--- config.mk ---
export PLATFORM = sky130hd
export DESIGN_NAME = cpi_ctrl
export DESIGN_NICKNAME = d
export VERILOG_FILES = /design/src/cpi_pkg.sv /design/src/cpi_ctrl.sv
export SDC_FILE = /design/constraint.sdc
export NUM_CORES = 1
export LEC_CHECK = 0
export BUFFER_PORTS_ARGS = -buffer_cell sky130_fd_sc_hd__buf_2
export CAP_MARGIN = 30
export CORE_AREA = 2 2 39 41
export DETAILED_ROUTE_END_ITERATION = 6
export DIE_AREA = 0 0 41 43
export GPL_TIMING_DRIVEN = 1
export RECOVER_POWER = 25
export SYNTH_ARGS = -nofsm -noshare
export SYNTH_HDL_FRONTEND = slang
export SYNTH_SLANG_ARGS = --single-unit
--- constraint.sdc ---
create_clock -name clk -period 1.1 [get_ports clk]
set_clock_uncertainty 0.05 [all_clocks]
set_input_delay 0.22 -clock clk [delete_from_list [all_inputs] [get_ports clk]]
set_output_delay 0.22 -clock clk [all_outputs]
set_load 0.01 [all_outputs]
--- src/cpi_pkg.sv ---
`timescale 1ns / 1ps
// Shared types and constants for the color palette indexer.
// No dependencies; imported by every module of the block.
package cpi_pkg;

  localparam int PALETTE_SIZE_DEF  = 1024;
  localparam int MAX_DIMENSION_DEF = 4096;

  localparam int COLOR_W      = 24;
  localparam int CFG_DATA_W   = 13;
  localparam int CFG_IDX_W    = 1;
  localparam int PAL_INDEX_W  = 10;
  localparam int POS_W        = 12;
  localparam int IN_TDATA_W   = 24;
  localparam int OUT_TDATA_W  = 40;

  // output tdata bit positions
  localparam int OUT_NEW_BIT  = 10;
  localparam int OUT_FULL_BIT = 11;
  localparam int OUT_ROW_LSB  = 12;
  localparam int OUT_COL_LSB  = 24;
  localparam int OUT_OK_BIT   = 36;

  // configuration register indexes
  localparam logic [CFG_IDX_W-1:0] REG_IMAGE_WIDTH  = 1'd0;
  localparam logic [CFG_IDX_W-1:0] REG_IMAGE_HEIGHT = 1'd1;

  typedef struct packed {
    logic load;     // latch accepted pixel, restart scan
    logic scan;     // step the palette scan
    logic resolve;  // settle hit / append / full
    logic emit;     // load output register, advance raster position
  } cpi_cmd_t;

  typedef struct packed {
    logic hit;        // registered palette read matches the pixel color
    logic scan_done;  // every used entry has been read
    logic out_free;   // output register can take a result
  } cpi_sts_t;

endpackage

--- src/cpi_ctrl.sv ---
`timescale 1ns / 1ps
// Controller FSM for the color palette indexer.
// Depends on cpi_pkg (command and status structs).
module cpi_ctrl
  import cpi_pkg::*;
(
  input  logic     clk,
  input  logic     rst_n,
  input  logic     in_tvalid,
  output logic     in_tready,
  input  cpi_sts_t sts,
  output cpi_cmd_t cmd
);

  localparam logic [1:0] ST_IDLE   = 2'd0;
  localparam logic [1:0] ST_SCAN   = 2'd1;
  localparam logic [1:0] ST_FINISH = 2'd2;

  logic [1:0] state_r, state_nxt;

  always_comb begin
    state_nxt = state_r;
    cmd       = '0;
    in_tready = 1'b0;
    unique case (state_r)
      ST_IDLE: begin
        in_tready = 1'b1;
        if (in_tvalid) begin
          cmd.load  = 1'b1;
          state_nxt = ST_SCAN;
        end
      end
      ST_SCAN: begin
        cmd.scan = 1'b1;
        if (sts.hit || sts.scan_done) begin
          cmd.resolve = 1'b1;
          state_nxt   = ST_FINISH;
        end
      end
      ST_FINISH: begin
        if (sts.out_free) begin
          cmd.emit  = 1'b1;
          state_nxt = ST_IDLE;
        end
      end
      default: state_nxt = ST_IDLE;
    endcase
  end

  always_ff @(posedge clk) begin
    if (!rst_n) begin
      state_r <= ST_IDLE;
    end else begin
      state_r <= state_nxt;
    end
  end

endmodule

### Word-level counts from Yosys, hierarchy flattened

Cells that the tools add are included.

* reduce and logical (&&, ||, !) cells: 3
* equality and inequality tests: 5
* muxes and demuxes: 11

Operators by type and width (number)
* two-way mux 2 bit: 4
* two-way mux 1 bit: 6
* inequality test 2 bit, second input constant: 3
* case mux 2 bit (3 select lines): 1
* AND reduction 3 bit: 1
* == test 2 x 1 -> 1 bit, second input constant: 1
* == test 2 bit, second input constant: 1
* zero test 2 bit: 1
* logical OR 1 bit: 1

* word-level logic and storage cells: 20
* bits of input ports: 6
* register bits: 2

### Logic depth before layout (Yosys ltp)

* depth in word-level cells: 3
* gate-level depth with buffers: 3
* mapped depth without buffers: 3

### Worst setup path before layout

Ideal clock, no wire load.

* path kind: register -> output
* start point: register state_r[0]
* end point: output port cmd[3] in the netlist's numbering
* path buffers: 0
* slack: 0.090 ns
* required time: 0.830 ns
* stages on the path, launching flop included: 3
* data arrival time: 0.740 ns
* path through: dfxtp_1 -> nor2_1 -> and2_1

RTL lines
* start, declared: RTL line cpi_ctrl.sv:19 `logic [1:0] state_r, state_nxt;`
* start signal, assigned: RTL line cpi_ctrl.sv:54 `state_r <= state_nxt;`
* end, declared: RTL line cpi_ctrl.sv:12 `output cpi_cmd_t cmd`

==> impl_metrics.tcl <==
set metrics [dict create \
    reg2reg_depth 4 \
    synth_cells 13 \
    synth.top_cells.by_count "3 x nor2_1, 2 x dfxtp_1, 2 x nor2b_4, 2 x nor3b_1" \
    synth_top_flop_cell "dfxtp_1" \
    path_cells "nor2b_4 > nor2b_4 > buf_6" \
    r2r-start "state_r[0]$_SDFFE_PN0P_" \
    cts-root-buf "clkbuf_4" \
    dieArea_um2 1760 \
    wl_per_cell_um 7.59 \
    clockBufferDepth 2 \
    cts_tree "yes" \
    met2_usage_pct 6.25 \
    min_delay_worst_endpoint "state_r[1]$_SDFFE_PN0P_" \
    period_share_pct 113 \
    max_freq_mhz 804 \
    netlist.area_leader.share_pct 33.0 \
    relSlewSlack_pct 83.8 \
    clock-sinks 2 \
    arrival_ns 0.97 \
    ir_worst_vdd_v 0.000210 \
    p_clk_share_pct 51.3 \
    p_int_mw 0.239 \
    grt_pass1_wl_um 483 \
    whs_path_depth 2 \
    synth.area.top_cells "dfxtp_1 33%, nor2b_4 23%, nor3b_1 12%" \
    synth_edf_count 0 \
    critPathKind "flip-flop to primary output" \
    seqCellArea_um2 47.5 \
    crit_fanout 4 \
    antenna_found_initial 0 \
    largestRegisters "state_r x2" \
    grt_max_degree 6 \
    grt_usage_pct 5.51 \
    num_rows 14 \
    use_met1_pct 2.56 \
    violations "negative setup slack" \
    htreeDepth 1 \
    hold_path_class "input pin to flip-flop" \
    largest_register "state_r" \
    synth_warnings 0 \
    netlist_area_um2 121 \
    r2r_slack_ns 0.06 \
    cpPeakStageDelay_ns 0.35 \
    startpoint_type "flip-flop" \
    holdWs_ns 0.178 \
    path_common_cell "nor2b_4" \
    yosysSeqAreaShare_pct 33.0 \
    seqPwrFrac_pct 26.8 \
    top_usage_layer "met4" \
    io_pins 11 \
    ys_ff_latch 2 \
    tns_ns -0.311 \
    num_antenna_cells 0 \
    synthDistinctLibCells 8 \
    switching_share_pct 24.0 \
    ant_nets 0 \
    largest_reg_flops 2 \
    clk_pin_slew_worst_paths_ns 0.03 \
    port_buffers 10 \
    cp.required_ns 0.83 \
    cp_slowest_cell "dfxtp_4" \
    dieWidth_um 41 \
    async_flop_share_pct 0 \
    timing.final.ws_setup_ns -0.143 \
    slew_violations 0 \
    syn-num-nets 19 \
    yosysTopAreaCell "dfxtp_1" \
    drtIter0Drc 0 \
    cts_buffers 3 \
    power_density_nw_per_um2 1270 \
    tightestPinTransition_ns 0.242 \
    coreArea_um2 1380 \
    routed_wl_um 334 \
    grt_pass1_vias 133 \
    drive_above_1_share_pct 75.0 \
    dp_hpwl_um 244 \
    use_met3_pct 6.28 \
    end_kind "primary output" \
    hold_path_startpoint "rst_n" \
    grt_remaining_overflow 0 \
    via_per_inst 3.34 \
    max_cap_violations 0 \
    areaGrowthSynthToFinish_pct 104 \
    switching_power_mw 0.0752 \
    r2r-end "state_r[1]$_SDFFE_PN0P_" \
    power_frac_comb_pct 21.9 \
    finalNetCount 36 \
    power_leakage_nw 0.114 \
    syn_avg_cell_area_um2 9.34 \
    fin_util_pct 17.9 \
    post-synth-top-count-cell "nor2_1" \
    setup-violations-final 4 \
    clk_latency_ns 0.22 \
    drcViolationCount 0 \
    die_h_um 43 \
    status "finished, violations left" \
    finalCriticalPeriod_ns 1.24 \
    multiInputGateArea_um2 86.3 \
    n_fill_cell 162 \
    hold_viol 0 \
    first_pass_iters 1 \
    routed-via-count 147 \
    gp_congestion 0.435 \
    rsz0062_at_grt "true" \
    initial_core_util_pct 8.77 \
]
==> worst max-delay path: cells and delay by family, from the launching register on <==
kind / cells / cell delay, ns
buffers and inverters: 1 / 0.10
flip-flops: 1 / 0.35
AND/OR/NAND/NOR: 2 / 0.29
==> what timing repair did <==
action,CTS,global route
buffers inserted,1,0
pin swaps,1,0
resized for setup,3,4
hold buffers,0,0
setup endpoints to repair,5,5
==> per-stage QoR <==
step	cells	total power [mW]	instance area [µm²]	setup slack, ns
finish	44	0.314	248	-0.143
global route	44	0.346	248	-0.196
CTS	44	0.327	238	-0.157
detailed placement	40	0.147	199	0.0148
global placement	40	0.145	199	0.0267
floorplan	13	0.117	121	0.0902
==> cell usage in the layout, fill, tap and decap left out <==
cell	instances
and2_1	1
buf_2	9
buf_4	2
buf_6	1
clkbuf_4	3
dfxtp_4	2
mux2i_1	1
nand2_1	1
nor2_1	1
nor2_2	2
nor2b_4	2
nor3b_1	2
o21a_1	1
==> cells by family (layout without fill, tap and decap cells) <==
family,Yosys count,in the layout,share of synthesized area [%]
compound gates,1,1,6.19
buf+inv,0,15,0
flops,2,2,33.0
mux,1,1,8.25
simple gates,9,9,52.6
==> how the worst max path moves through the flow <==
stage,start,endpoint,slack [ns],depth (start not counted)
2_1_floorplan,state_r[0]$_SDFFE_PN0P_,cmd[3],0.09,2
3_3_place_gp,state_r[0]$_SDFFE_PN0P_,cmd[1],0.03,3
3_5_place_dp,state_r[0]$_SDFFE_PN0P_,cmd[1],0.01,3
4_1_cts,state_r[0]$_SDFFE_PN0P_,cmd[1],-0.16,3
5_1_grt,state_r[0]$_SDFFE_PN0P_,cmd[1],-0.20,3
6_report,state_r[0]$_SDFFE_PN0P_,cmd[1],-0.14,3
==> power groups by stage <==
stage | Clock, mW | Combinational, mW | Sequential, mW
3_5_place_dp | 0 | 0.0609 | 0.0856
2_1_floorplan | 0 | 0.0323 | 0.0848
3_3_place_gp | 0 | 0.0598 | 0.0856
5_1_grt | 0.184 | 0.0771 | 0.0849
6_report | 0.161 | 0.0689 | 0.0841
4_1_cts | 0.173 | 0.0682 | 0.0856
==> area by class of cell <==
cell class              count  area share [%]
multi-input cells          11            34.8
repair buffers             12            28.8
flip-flops and latches      2            19.2
clock buffers               3            9.09
well taps                  16            8.08
==> routing by layer <==
| layer | part of all wire [%] | vias to the layer above | wire, µm |
|---|---|---|---|
| met1 | 34 | 66 | 113 |
| met2 | 54 | 6 | 181 |
| met3 | 11 | 0 | 38 |
| li1 | - | 75 | - |
| met4 | 0 | 0 | 0 |
| met5 | 0 | - | 0 |
(Power assumes the default switching activity.)
